<file path="src/rtl/scf_pkg.sv">
// ----------------------------------------------------------------------------
// scf_pkg
// Shared codes, frame constants and controller/datapath handshake types for
// the stepper command framer.
// ----------------------------------------------------------------------------
package scf_pkg;

  // Request kinds
  localparam logic [1:0] REQ_REL    = 2'd0;
  localparam logic [1:0] REQ_ORIGIN = 2'd1;
  localparam logic [1:0] REQ_ABS    = 2'd2;
  localparam logic [1:0] REQ_UNUSED = 2'd3;

  // Frame bytes
  localparam logic [7:0] WAKE_BYTE  = 8'hAA;
  localparam logic [7:0] SYNC0      = 8'hAA;
  localparam logic [7:0] SYNC1      = 8'h55;
  localparam logic [7:0] DEV_ADDR   = 8'h01;
  localparam logic [7:0] CMD_REL    = 8'h11;
  localparam logic [7:0] CMD_ORIGIN = 8'h12;
  localparam logic [7:0] CMD_ABS    = 8'h13;
  localparam logic [7:0] LEN_REL    = 8'h05;
  localparam logic [7:0] LEN_ORIGIN = 8'h00;
  localparam logic [7:0] LEN_ABS    = 8'h03;

  // Frame body lengths (checksum byte sits right after the body)
  localparam logic [3:0] BODY_REL    = 4'd10;
  localparam logic [3:0] BODY_ORIGIN = 4'd5;
  localparam logic [3:0] BODY_ABS    = 4'd8;
  localparam logic [3:0] PRE_LEN     = 4'd3;

  // Relative move saturation
  localparam logic signed [31:0] PULSE_SAT = 32'sd65535;

  // Angle reduction: floor(x/360) = (x * MOD_RECIP) >> MOD_SHIFT for x < 2^15
  localparam logic [15:0] MOD_RECIP = 16'd46604;
  localparam int          MOD_SHIFT = 24;
  localparam logic [8:0]  FULL_TURN = 9'd360;
  localparam logic signed [9:0] HALF_TURN = 10'sd180;

  // Angle pipeline: value of the wait counter at which commit is issued
  localparam logic [2:0] MATH_LAST = 3'd4;

  typedef struct packed {
    logic load;     // capture a new command
    logic commit;   // latch absolute move results and angle state
    logic advance;  // a byte beat was taken downstream
  } scf_cmd_t;

  typedef struct packed {
    logic last_beat;  // current byte is the checksum that ends the run
  } scf_stat_t;

endpackage

</file>
<file path="src/rtl/scf_datapath.sv">
// ----------------------------------------------------------------------------
// scf_datapath
// Command capture, angle reduction pipeline, link state, byte sequencing and
// running checksum for the stepper command framer.
// ----------------------------------------------------------------------------
module scf_datapath import scf_pkg::*; (
  input  logic        clk_i,
  input  logic        rst_ni,
  input  scf_cmd_t    cmd_i,
  output scf_stat_t   stat_o,
  input  logic [1:0]  req_type_i,
  input  logic [31:0] pulse_amount_i,
  input  logic [15:0] target_angle_i,
  input  logic [14:0] angle_clamp_i,
  input  logic [15:0] pulses_per_degree_i,
  output logic [7:0]  tx_byte_o,
  output logic        is_preamble_o,
  output logic        pause_after_o,
  output logic        frame_last_o
);

  // Control and state
  logic [1:0]  req_q;
  logic        wake_q;
  logic        link_awake_q;
  logic [8:0]  cur_mod_q;
  logic [3:0]  idx_q;
  logic [7:0]  sum_q;

  // Payload
  logic [15:0] rel_mag_q, rel_mag_d;
  logic        rel_dir_q, rel_dir_d;
  logic [15:0] ang_q;
  logic [14:0] mag_q, mag_d;
  logic        neg_q;
  logic [30:0] prod_q;
  logic [15:0] qm_q;
  logic [8:0]  tgt_q, tgt_d;
  logic [15:0] pulses_q;
  logic        abs_dir_q, abs_dir_d;

  // Relative move saturation
  logic signed [31:0] pin;
  logic [31:0]        pneg;
  always_comb begin
    pin  = signed'(pulse_amount_i);
    pneg = 32'(-pin);
    rel_dir_d = !pin[31] && (pin != 32'sd0);
    if (pin > PULSE_SAT || pin < -PULSE_SAT) begin
      rel_mag_d = 16'hFFFF;
    end else if (pin[31]) begin
      rel_mag_d = pneg[15:0];
    end else begin
      rel_mag_d = pin[15:0];
    end
  end

  // Clamp magnitude of the target angle
  logic [15:0] a_abs;
  always_comb begin
    a_abs = ang_q[15] ? 16'(-ang_q) : ang_q;
    if (a_abs > {1'b0, angle_clamp_i}) begin
      mag_d = angle_clamp_i;
    end else begin
      mag_d = a_abs[14:0];
    end
  end

  // Remainder and sign fold
  logic [14:0] rem_full;
  logic [8:0]  rem;
  always_comb begin
    rem_full = mag_q - qm_q[14:0];
    rem      = rem_full[8:0];
    if (neg_q && rem != 9'd0) begin
      tgt_d = FULL_TURN - rem;
    end else begin
      tgt_d = rem;
    end
  end

  // Direction by the half-turn rule
  logic signed [9:0] diff;
  logic [24:0]       pscaled;
  always_comb begin
    diff    = signed'({1'b0, tgt_q}) - signed'({1'b0, cur_mod_q});
    pscaled = pulses_per_degree_i * tgt_q;
    if (diff > HALF_TURN) begin
      abs_dir_d = 1'b0;
    end else if (diff < -HALF_TURN) begin
      abs_dir_d = 1'b1;
    end else begin
      abs_dir_d = !diff[9];
    end
  end

  // Angle pipeline runs freely; inputs hold while the controller waits
  always_ff @(posedge clk_i) begin
    mag_q  <= mag_d;
    neg_q  <= ang_q[15];
    prod_q <= mag_q * MOD_RECIP;
    qm_q   <= prod_q[30:MOD_SHIFT] * FULL_TURN;
    tgt_q  <= tgt_d;
    if (cmd_i.load) begin
      ang_q     <= target_angle_i;
      rel_mag_q <= rel_mag_d;
      rel_dir_q <= rel_dir_d;
    end
    if (cmd_i.commit) begin
      pulses_q  <= pscaled[23:8];
      abs_dir_q <= abs_dir_d;
    end
  end

  // Byte selection
  logic [3:0] fi;
  logic [3:0] body_n;
  logic       pre;
  logic [7:0] body_byte;
  always_comb begin
    pre = wake_q && (idx_q < PRE_LEN);
    fi  = wake_q ? idx_q - PRE_LEN : idx_q;
    case (req_q)
      REQ_REL:    body_n = BODY_REL;
      REQ_ORIGIN: body_n = BODY_ORIGIN;
      default:    body_n = BODY_ABS;
    endcase
    body_byte = sum_q;
    case (fi)
      4'd0: body_byte = SYNC0;
      4'd1: body_byte = SYNC1;
      4'd2: body_byte = DEV_ADDR;
      4'd3: begin
        case (req_q)
          REQ_REL:    body_byte = CMD_REL;
          REQ_ORIGIN: body_byte = CMD_ORIGIN;
          default:    body_byte = CMD_ABS;
        endcase
      end
      4'd4: begin
        case (req_q)
          REQ_REL:    body_byte = LEN_REL;
          REQ_ORIGIN: body_byte = LEN_ORIGIN;
          default:    body_byte = LEN_ABS;
        endcase
      end
      4'd5: begin
        case (req_q)
          REQ_REL:    body_byte = {7'd0, rel_dir_q};
          REQ_ORIGIN: body_byte = sum_q;
          default:    body_byte = {7'd0, abs_dir_q};
        endcase
      end
      4'd6: body_byte = (req_q == REQ_REL) ? 8'd0 : pulses_q[7:0];
      4'd7: body_byte = (req_q == REQ_REL) ? 8'd0 : pulses_q[15:8];
      4'd8: body_byte = (req_q == REQ_REL) ? rel_mag_q[7:0] : sum_q;
      4'd9: body_byte = rel_mag_q[15:8];
      default: body_byte = sum_q;
    endcase
  end

  assign tx_byte_o        = pre ? WAKE_BYTE : body_byte;
  assign is_preamble_o    = pre;
  assign pause_after_o    = wake_q && (idx_q == PRE_LEN - 4'd1);
  assign frame_last_o     = !pre && (fi == body_n);
  assign stat_o.last_beat = frame_last_o;

  // Control state, link state and checksum
  always_ff @(posedge clk_i or negedge rst_ni) begin
    if (!rst_ni) begin
      req_q        <= REQ_REL;
      wake_q       <= 1'b0;
      link_awake_q <= 1'b0;
      cur_mod_q    <= 9'd0;
      idx_q        <= 4'd0;
      sum_q        <= 8'd0;
    end else begin
      if (cmd_i.load) begin
        req_q  <= req_type_i;
        wake_q <= (req_type_i != REQ_REL) || !link_awake_q;
        idx_q  <= 4'd0;
        sum_q  <= 8'd0;
        case (req_type_i)
          REQ_REL:    link_awake_q <= 1'b1;
          REQ_ORIGIN: begin
            link_awake_q <= 1'b0;
            cur_mod_q    <= 9'd0;
          end
          default:    link_awake_q <= link_awake_q;
        endcase
      end
      if (cmd_i.commit) begin
        cur_mod_q <= tgt_q;
      end
      if (cmd_i.advance) begin
        idx_q <= idx_q + 4'd1;
        if (!pre && fi >= 4'd2 && fi != body_n) begin
          sum_q <= sum_q + body_byte;
        end
      end
    end
  end

endmodule

</file>
<file path="src/rtl/scf_ctrl.sv">
// ----------------------------------------------------------------------------
// scf_ctrl
// Sequencer for the stepper command framer: accept, wait out the angle
// pipeline for absolute rotate, then hand out bytes until the checksum beat.
// ----------------------------------------------------------------------------
module scf_ctrl import scf_pkg::*; (
  input  logic       clk_i,
  input  logic       rst_ni,
  input  logic       in_valid_i,
  output logic       in_ready_o,
  input  logic [1:0] req_type_i,
  output logic       out_valid_o,
  input  logic       out_ready_i,
  output scf_cmd_t   cmd_o,
  input  scf_stat_t  stat_i
);

  localparam logic [1:0] ST_IDLE = 2'd0;
  localparam logic [1:0] ST_MATH = 2'd1;
  localparam logic [1:0] ST_SEND = 2'd2;

  logic [1:0] state_q, state_d;
  logic [2:0] cnt_q, cnt_d;

  assign in_ready_o  = (state_q == ST_IDLE);
  assign out_valid_o = (state_q == ST_SEND);

  always_comb begin
    state_d       = state_q;
    cnt_d         = cnt_q;
    cmd_o.load    = 1'b0;
    cmd_o.commit  = 1'b0;
    cmd_o.advance = 1'b0;
    case (state_q)
      ST_IDLE: begin
        if (in_valid_i) begin
          cmd_o.load = 1'b1;
          cnt_d      = 3'd0;
          case (req_type_i)
            REQ_ABS:    state_d = ST_MATH;
            REQ_UNUSED: state_d = ST_IDLE;
            default:    state_d = ST_SEND;
          endcase
        end
      end
      ST_MATH: begin
        cnt_d = cnt_q + 3'd1;
        if (cnt_q == MATH_LAST) begin
          cmd_o.commit = 1'b1;
          state_d      = ST_SEND;
        end
      end
      ST_SEND: begin
        if (out_ready_i) begin
          cmd_o.advance = 1'b1;
          if (stat_i.last_beat) begin
            state_d = ST_IDLE;
          end
        end
      end
      default: state_d = ST_IDLE;
    endcase
  end

  always_ff @(posedge clk_i or negedge rst_ni) begin
    if (!rst_ni) begin
      state_q <= ST_IDLE;
      cnt_q   <= 3'd0;
    end else begin
      state_q <= state_d;
      cnt_q   <= cnt_d;
    end
  end

endmodule

</file>
<file path="src/rtl/stepper_command_framer_unit.sv">
// ----------------------------------------------------------------------------
// stepper_command_framer_unit
// Turns stepper driver commands into serial frame bytes, one byte per beat.
// ----------------------------------------------------------------------------
// Latency: first byte is valid the cycle after accept for relative move and
//   set origin; absolute rotate first waits out the angle pipeline and commit.
// Flow: one command at a time; the next command is taken only after the
//   checksum byte of the frame has been sent, one byte per beat.
// Reset: asynchronous, active low; clears link state, current angle and
//   restores angle_clamp = 360 and pulses_per_degree = 256.
// ----------------------------------------------------------------------------
module stepper_command_framer_unit import scf_pkg::*; (
  input  logic        clk_i,
  input  logic        rst_ni,
  // Command stream
  input  logic        s_axis_tvalid,
  output logic        s_axis_tready,
  input  logic [47:0] s_axis_tdata,   // [31:0] pulse_amount, [47:32] target_angle
  input  logic [1:0]  s_axis_tuser,   // [1:0] req_type
  // Byte stream
  output logic        m_axis_tvalid,
  input  logic        m_axis_tready,
  output logic [7:0]  m_axis_tdata,   // [7:0] tx_byte
  output logic [1:0]  m_axis_tuser,   // [0] is_preamble, [1] pause_after
  output logic        m_axis_tlast,   // frame_last
  // Register port
  input  logic        psel,
  input  logic        penable,
  input  logic        pwrite,
  input  logic [2:0]  paddr,
  input  logic [31:0] pwdata,
  output logic [31:0] prdata,
  output logic        pready
);

  // Register map: word index taken from paddr[2]
  localparam logic REG_ANGLE_CLAMP = 1'b0;
  localparam logic REG_PPD         = 1'b1;

  logic [14:0] angle_clamp_q;
  logic [15:0] ppd_q;
  logic        wr_en;

  assign pready = 1'b1;
  assign wr_en  = psel && penable && pwrite && pready;

  always_ff @(posedge clk_i or negedge rst_ni) begin
    if (!rst_ni) begin
      angle_clamp_q <= 15'd360;
      ppd_q         <= 16'd256;
    end else if (wr_en) begin
      case (paddr[2])
        REG_ANGLE_CLAMP: angle_clamp_q <= pwdata[14:0];
        REG_PPD:         ppd_q         <= pwdata[15:0];
        default:         ppd_q         <= ppd_q;
      endcase
    end
  end

  // Read back the addressed register
  always_comb begin
    case (paddr[2])
      REG_ANGLE_CLAMP: prdata = {17'd0, angle_clamp_q};
      default:         prdata = {16'd0, ppd_q};
    endcase
  end

  scf_cmd_t  cmd;
  scf_stat_t stat;

  // Sequencer: holds the input off while a command is in flight
  scf_ctrl u_ctrl (
    .clk_i       (clk_i),
    .rst_ni      (rst_ni),
    .in_valid_i  (s_axis_tvalid),
    .in_ready_o  (s_axis_tready),
    .req_type_i  (s_axis_tuser),
    .out_valid_o (m_axis_tvalid),
    .out_ready_i (m_axis_tready),
    .cmd_o       (cmd),
    .stat_i      (stat)
  );

  // Datapath: capture, angle reduction, byte select and checksum
  scf_datapath u_datapath (
    .clk_i               (clk_i),
    .rst_ni              (rst_ni),
    .cmd_i               (cmd),
    .stat_o              (stat),
    .req_type_i          (s_axis_tuser),
    .pulse_amount_i      (s_axis_tdata[31:0]),
    .target_angle_i      (s_axis_tdata[47:32]),
    .angle_clamp_i       (angle_clamp_q),
    .pulses_per_degree_i (ppd_q),
    .tx_byte_o           (m_axis_tdata),
    .is_preamble_o       (m_axis_tuser[0]),
    .pause_after_o       (m_axis_tuser[1]),
    .frame_last_o        (m_axis_tlast)
  );

endmodule
</file>
<file path="config.mk">
export PLATFORM = sky130hd
export DESIGN_NAME = stepper_command_framer_unit
export DESIGN_NICKNAME = d
export VERILOG_FILES = /design/src/rtl/scf_pkg.sv /design/src/rtl/scf_datapath.sv /design/src/rtl/scf_ctrl.sv /design/src/rtl/stepper_command_framer_unit.sv
export SDC_FILE = /design/constraint.sdc
export NUM_CORES = 1
export LEC_CHECK = 0
export BUFFER_PORTS_ARGS = -buffer_cell sky130_fd_sc_hd__clkbuf_2
export CAP_MARGIN = 20
export CORE_MARGIN = 4
export CORE_UTILIZATION = 56
export CTS_CLUSTER_SIZE = 40
export DETAILED_ROUTE_END_ITERATION = 10
export GPL_TIMING_DRIVEN = 0
export PLACE_DENSITY = 0.79
export SLEW_MARGIN = 40
export SYNTH_ARGS = -nofsm -noshare
export SYNTH_HDL_FRONTEND = slang
export SYNTH_SLANG_ARGS = --single-unit
</file>
<file path="constraint.sdc">
create_clock -name clk_i -period 4.9 [get_ports clk_i]
set_input_delay 0.49 -clock clk_i [delete_from_list [all_inputs] [get_ports clk_i]]
set_output_delay 0.49 -clock clk_i [all_outputs]
set_load 0.1 [all_outputs]
</file>
==> results.py, run 1 <==
metrics = {
    "yosys": {
        "async_flop_share_pct": 41.2,
        "ys_seq_area_share_pct": 24.5,
        "synth-main-ff-cell": "dfrtp_1",
        "synth.cell_area_um2": 15400,
        "synth_most_common_cell": "inv_1",
        "synth_top_area_share_pct": 19.1,
        "synthTopCellsByArea": "fa_1 (19%), ha_1 (16%), edfxtp_1 (9.8%)",
        "netlist_instances": 1595,
        "ys_ff_latch": 148,
        "synthTopCellsByCount": "inv_1 (266), ha_1 (195), nand2_1 (165)",
        "synth_area_leader_cell": "fa_1",
        "synth-edff-count": 50,
        "yosysUniqueCellTypes": 79,
        "yosysWarnings": 0,
        "syn_avg_cell_area_um2": 9.64,
    },
    "cells_and_area": {
        "multi_input_area_um2": 10600,
        "layout.nets": 2181,
        "final_area_um2": 17600,
        "drive_above_1_share_pct": 18.9,
        "seqCellArea_um2": 3850,
        "syn2layout_area_growth_pct": 14.5,
        "nFillCells": 2034,
    },
    "job": {
        "cap_violations": 0,
    },
    "global_route": {
        "antenna_found_initial": 1,
        "grtUsageTotal_pct": 24.6,
        "use_met2_pct": 42.3,
        "grt_pass1_vias": 12100,
        "grt_max_degree": 62,
        "grt_use_met3_pct": 4.32,
        "gr-max-usage-layer": "met2",
        "grt_use_met1_pct": 31.8,
        "grt_overflow": 0,
        "grt_pass1_wl_um": 60400,
    },
    "clocking": {
        "htreeDepth": 4,
        "hold_buffers": 0,
        "clkTransAtPathRegs_ns": 0.07,
        "ctsRootBufferMaster": "clkbuf_16",
        "clk_path_buf_depth": 2,
        "cts_tree": "done",
        "cts_made_buffers": 17,
        "clk_latency_ns": 0.44,
        "clock-sinks": 148,
    },
    "timing": {
        "fin_skew_ns": 0.0182,
        "grt_setup_unrepaired": "true",
        "drv_slew": 0,
        "finalCritPeriodShare_pct": 100,
        "hold_viol_final": 0,
        "finalSetupViolations": 1,
        "tns_ns": -0.0239,
        "period_needed_ns": 4.92,
        "holdWs_ns": 0.0462,
        "fmax_ghz": 0.203,
        "worst_pin_slew_ns": 0.822,
        "worst_slack_ns": -0.0239,
        "relSlewSlack_pct": 45.0,
    },
    "drt": {
        "drtAntennaViolNets": 0,
        "post_drt_wl_per_cell_um": 17.9,
        "wirelength_um": 37700,
        "vias": 11800,
        "drc_errors": 0,
        "drtIter0Drc": 761,
        "vias_per_cell": 5.59,
        "first_pass_iters": 8,
    },
    "worst_hold_path": {
        "min_path_type": "primary input to asynchronous set/reset pin",
    },
    "floorplan": {
        "die_x_um": 174,
        "fp.coreArea_um2": 27000,
        "rows": 60,
        "dieArea_um2": 30200,
        "ios": 138,
        "start_util_pct": 57.1,
        "die_h_um": 174,
    },
    "place": {
        "dpl.hpwl_um": 28500,
        "place_area_um2": 16400,
        "numPortBuffers": 101,
        "gp_congestion": 0.917,
    },
    "critical_path": {
        "cp_max_fo": 3,
        "required_ns": 5.26,
        "critPathLaunchType": "flop",
        "endpoint_kind": "flop",
        "critical_path_class": "flop to flop",
        "crit_arrival_ns": 5.29,
    },
    "outcome": {
        "status": "complete, but fails checks",
        "violations": "setup timing",
    },
}
path summary, 6_finish.rpt:
| kind | startpoint | endpoint | slack [ns] | cells after the start |
|---|---|---|---|---|
| hold / removal | rst_ni | u_datapath.cur_mod_q[8] | 0.05 | 1 |
| setup / recovery | u_datapath.mag_q[1] | u_datapath.prod_q[29] | -0.02 | 19 |
| min in group clk_i | s_axis_tdata[39] | u_datapath.ang_q[7] | 0.22 | 1 |
| setup reg to reg | u_datapath.mag_q[1] | u_datapath.prod_q[29] | -0.02 | 19 |
| hold reg to reg | u_datapath.prod_q[25] | u_datapath.qm_q[4] | 0.40 | 0 |
| max in group asynchronous | rst_ni | ppd_q[10] | 4.44 | 1 |
per-stage QoR:
step	setup WS, ns	utilization, %	std cells
after floorplan	0.00489	-	1610
after global placement	-0.739	60.9	2052
after detailed placement	-0.825	60.9	2052
after CTS	0.00578	64.5	2091
after global routing	-0.232	65.4	2102
final	-0.0239	65.4	2103
registers in the layout, summed over array words and instances, names as in the netlist, 2 cells and up:
signal and cells:
angle_clamp_q 15, ppd_q 16, u_ctrl.cnt_q 3, u_ctrl.state_q 2, u_datapath.ang_q 16, u_datapath.cur_mod_q 9
u_datapath.idx_q 4, u_datapath.mag_q 15, u_datapath.prod_q 6, u_datapath.pulses_q 16, u_datapath.qm_q 6, u_datapath.rel_mag_q 16
u_datapath.req_q 2, u_datapath.sum_q 8, u_datapath.tgt_q 9
cells in the final DEF, fill, tap and decap left out, types with 20 or more instances in the layout:
cell / n
nand3_1: 28
a21oi_1: 37
xor2_1: 32
clkbuf_2: 101
and2_1: 86
nand2_1: 162
nor3_1: 21
nor2_1: 42
xnor2_1: 48
o21ai_0: 52
edfxtp_1: 50
ha_1: 180
inv_1: 263
mux2_2: 38
fa_1: 145
a21o_1: 20
buf_4: 50
dfrtp_1: 46
repair_timing:
action                                  4_1_cts  5_1_grt
endpoints found under the setup margin       19       17
endpoints found under the hold margin         0        0
pin swaps                                    30       19
resized for setup                            83       38
cloned                                        0        0
setup buffers                                19       13
area by class of cell:
| cell class | count | area share [%] |
|---|---|---|
| inverters | 266 | 5.67 |
| clock inverters | 14 | 0.653 |
| flip-flops and latches | 148 | 21.9 |
| clock buffers | 18 | 2.49 |
| diodes | 2 | 0.0284 |
| multi-input cells | 1130 | 60.1 |
| repair buffers | 133 | 4.37 |
| well taps | 341 | 2.42 |
| plain buffers | 51 | 2.37 |
cells by family (layout without fill, tap and decap cells):
logic type,count (synthesis),count (layout),synth area share (%)
buffers and inverters,332,482,8.70
other,2,19,0.0488
adder cells (fa/ha/maj),342,342,35.0
AO/OA/AOI/OAI,212,212,9.08
multiplexers,58,58,4.20
XOR/XNOR,84,84,4.88
AND/OR/NAND/NOR,417,417,13.5
flip-flops,148,148,24.5
critical path: stages (launching register included):
cell and delay [ns]:
dfxtp_4 0.36, ha_4 0.25, xor2_2 0.17, ha_1 0.30
fa_1 0.50, fa_1 0.45, fa_1 0.50, inv_1 0.05
fa_1 0.47, inv_1 0.04, ha_2 0.16, a222oi_1 0.31
nand3_1 0.14, a21oi_2 0.13, a21oi_2 0.09, o41ai_2 0.27
buf_4 0.20, o2111ai_4 0.15, a21oi_2 0.17, xnor2_1 0.12
routing by layer:
metal,vias up,wire (um)
li1,5511,-
met2,403,18700
met4,0,1130
met1,5765,15400
met3,76,2470
met5,-,0
Power of run 1 is not shown: default switching activity piles up to over one toggle a cycle in this logic, so the estimate is an artifact.
==> run 2, diff against run 1 <==
--- a/config.mk
+++ b/config.mk
@@ -12,7 +12,7 @@
 export CTS_CLUSTER_SIZE = 40
 export DETAILED_ROUTE_END_ITERATION = 10
 export GPL_TIMING_DRIVEN = 0
-export PLACE_DENSITY = 0.79
+export PLACE_DENSITY_LB_ADDON = 0.3
 export SLEW_MARGIN = 40
 export SYNTH_ARGS = -nofsm -noshare
 export SYNTH_HDL_FRONTEND = slang
==> run 2 against run 1 <==
The flow still finishes with violations (setup timing). Routed wire length is 2.3% lower. First-iteration DRC count rose by 5.8%. Register-to-register slack about the same. Critical endpoint unchanged.
==> results.py, run 2 (same netlist as run 1, synthesis figures left out) <==
metrics = {
    "outcome": {
        "status": "complete, but fails checks",
        "violations": "setup timing",
    },
    "clocking": {
        "cts_tree": "done",
        "ctsRootBufferMaster": "clkbuf_16",
        "clkTransAtPathRegs_ns": 0.07,
        "htreeDepth": 4,
        "clock-sinks": 148,
        "clk_latency_ns": 0.43,
        "clk_path_buf_depth": 2,
        "cts_made_buffers": 17,
    },
    "floorplan": {
        "start_util_pct": 57.1,
        "dieArea_um2": 30200,
        "fp.coreArea_um2": 27000,
        "ios": 138,
        "die_h_um": 174,
        "die_x_um": 174,
        "rows": 60,
    },
    "timing": {
        "holdWs_ns": 0.231,
        "period_needed_ns": 4.93,
        "fin_skew_ns": 0.0112,
        "fmax_ghz": 0.203,
        "drv_slew": 0,
        "grt_setup_unrepaired": "true",
        "finalSetupViolations": 1,
        "worst_slack_ns": -0.0312,
        "worst_pin_slew_ns": 0.798,
        "hold_viol_final": 0,
        "relSlewSlack_pct": 46.6,
        "finalCritPeriodShare_pct": 101,
    },
    "place": {
        "dpl.cell_count": 2054,
        "numPortBuffers": 101,
        "dpl.hpwl_um": 28700,
        "gp_congestion": 0.921,
    },
    "cells_and_area": {
        "layout_commonest_cell": "inv_1",
        "drive_above_1_share_pct": 18.7,
        "multi_input_area_um2": 10600,
        "layout.nets": 2188,
        "syn2layout_area_growth_pct": 15.0,
        "final_cell_count_no_fill": 2109,
        "seqCellArea_um2": 3850,
        "layout_common_cells": "inv_1 (262), ha_1 (181), nand2_1 (163)",
        "nFillCells": 2099,
    },
    "global_route": {
        "grt_overflow": 0,
        "grt_max_degree": 40,
        "grtUsageTotal_pct": 24.8,
        "antenna_found_initial": 1,
        "grt_pass1_vias": 12300,
        "grt_pass1_wl_um": 60800,
    },
    "critical_path": {
        "endpoint_kind": "flop",
        "crit_arrival_ns": 5.30,
        "r2r-end": "u_datapath.prod_q[29]",
        "cp_max_fo": 3,
        "rrSetupSlack_ns": -0.03,
        "startpoint": "u_datapath.mag_q[5]",
        "required_ns": 5.27,
        "ff2ff_path_depth": 17,
        "critical_path_class": "flop to flop",
        "r2r-start": "u_datapath.mag_q[5]",
        "critPathLaunchType": "flop",
    },
    "drt": {
        "drc_errors": 0,
        "drtIter0Drc": 805,
        "vias_per_cell": 5.57,
        "post_drt_wl_per_cell_um": 17.5,
        "wirelength_um": 36800,
        "drtAntennaViolNets": 0,
        "vias": 11800,
        "first_pass_iters": 6,
    },
    "worst_hold_path": {
        "min_path_type": "primary input to flop",
        "hold_end": "u_datapath.ang_q[5]",
        "min-delay-start": "s_axis_tdata[37]",
        "worstHoldPathCells": 1,
    },
    "job": {
        "cap_violations": 0,
    },
}
==> run 2: per-layer routing <==
layer | GRT usage, % | wire length [um]
met1 | 31.3 | 15100
met2 | 42.7 | 18100
met3 | 4.38 | 2260
met4 | 9.63 | 1390
met5 | 0 | 0
==> run 2: area by class of cell <==
type,count,area share (%)
multi-input cells,1130,59.7
flip-flops and latches,148,21.8
inverters,266,5.65
repair buffers,140,4.79
clock buffers,20,2.47
well taps,341,2.41
plain buffers,51,2.27
clock inverters,12,0.870
diodes,1,0.0142
==> run 2: worst max-delay path by stage <==
stage / end / cells past startpoint / slack, ns
6_report: u_datapath.prod_q[29] / 17 / -0.03
3_5_place_dp: u_datapath.pulses_q[15] / 18 / -0.85
2_1_floorplan: u_datapath.prod_q[29] / 17 / 0.005
3_3_place_gp: u_datapath.pulses_q[15] / 18 / -0.80
4_1_cts: u_datapath.prod_q[27] / 18 / -0.004
5_1_grt: u_datapath.prod_q[29] / 18 / -0.24
==> run 2: through the flow <==
stage	worst slack [ns]	TNS, ns	area [um^2]	util, %
after floorplan	0.00489	0	15500	-
after global placement	-0.799	-9.65	16400	60.9
after detailed placement	-0.851	-10.74	16500	61.1
after CTS	-0.00395	-0.00395	17500	64.9
after global routing	-0.241	-0.999	17700	65.6
final	-0.0312	-0.0312	17700	65.6
==> run 2: critical path, stage by stage (launching register included) <==
cell,delay [ns]
dfxtp_4,0.37
ha_4,0.26
inv_2,0.04
fa_1,0.55
inv_1,0.06
fa_1,0.48
fa_1,0.50
fa_1,0.52
ha_4,0.31
ha_4,0.20
a222oi_1,0.29
nand3_1,0.14
a21oi_2,0.16
a21oi_4,0.09
o41ai_4,0.40
o2111ai_2,0.19
a21oi_2,0.16
xnor2_1,0.11
==> run 2: repair_timing <==
| action | CTS | global route |
|---|---|---|
| endpoints found under the hold margin | 24 | 0 |
| gates resized for setup | 89 | 28 |
| buffers inserted | 17 | 20 |
| hold buffers | 1 | 0 |
| pin swaps | 30 | 21 |
| setup endpoints to repair | 20 | 14 |
Power of run 2 is left out for the same reason.
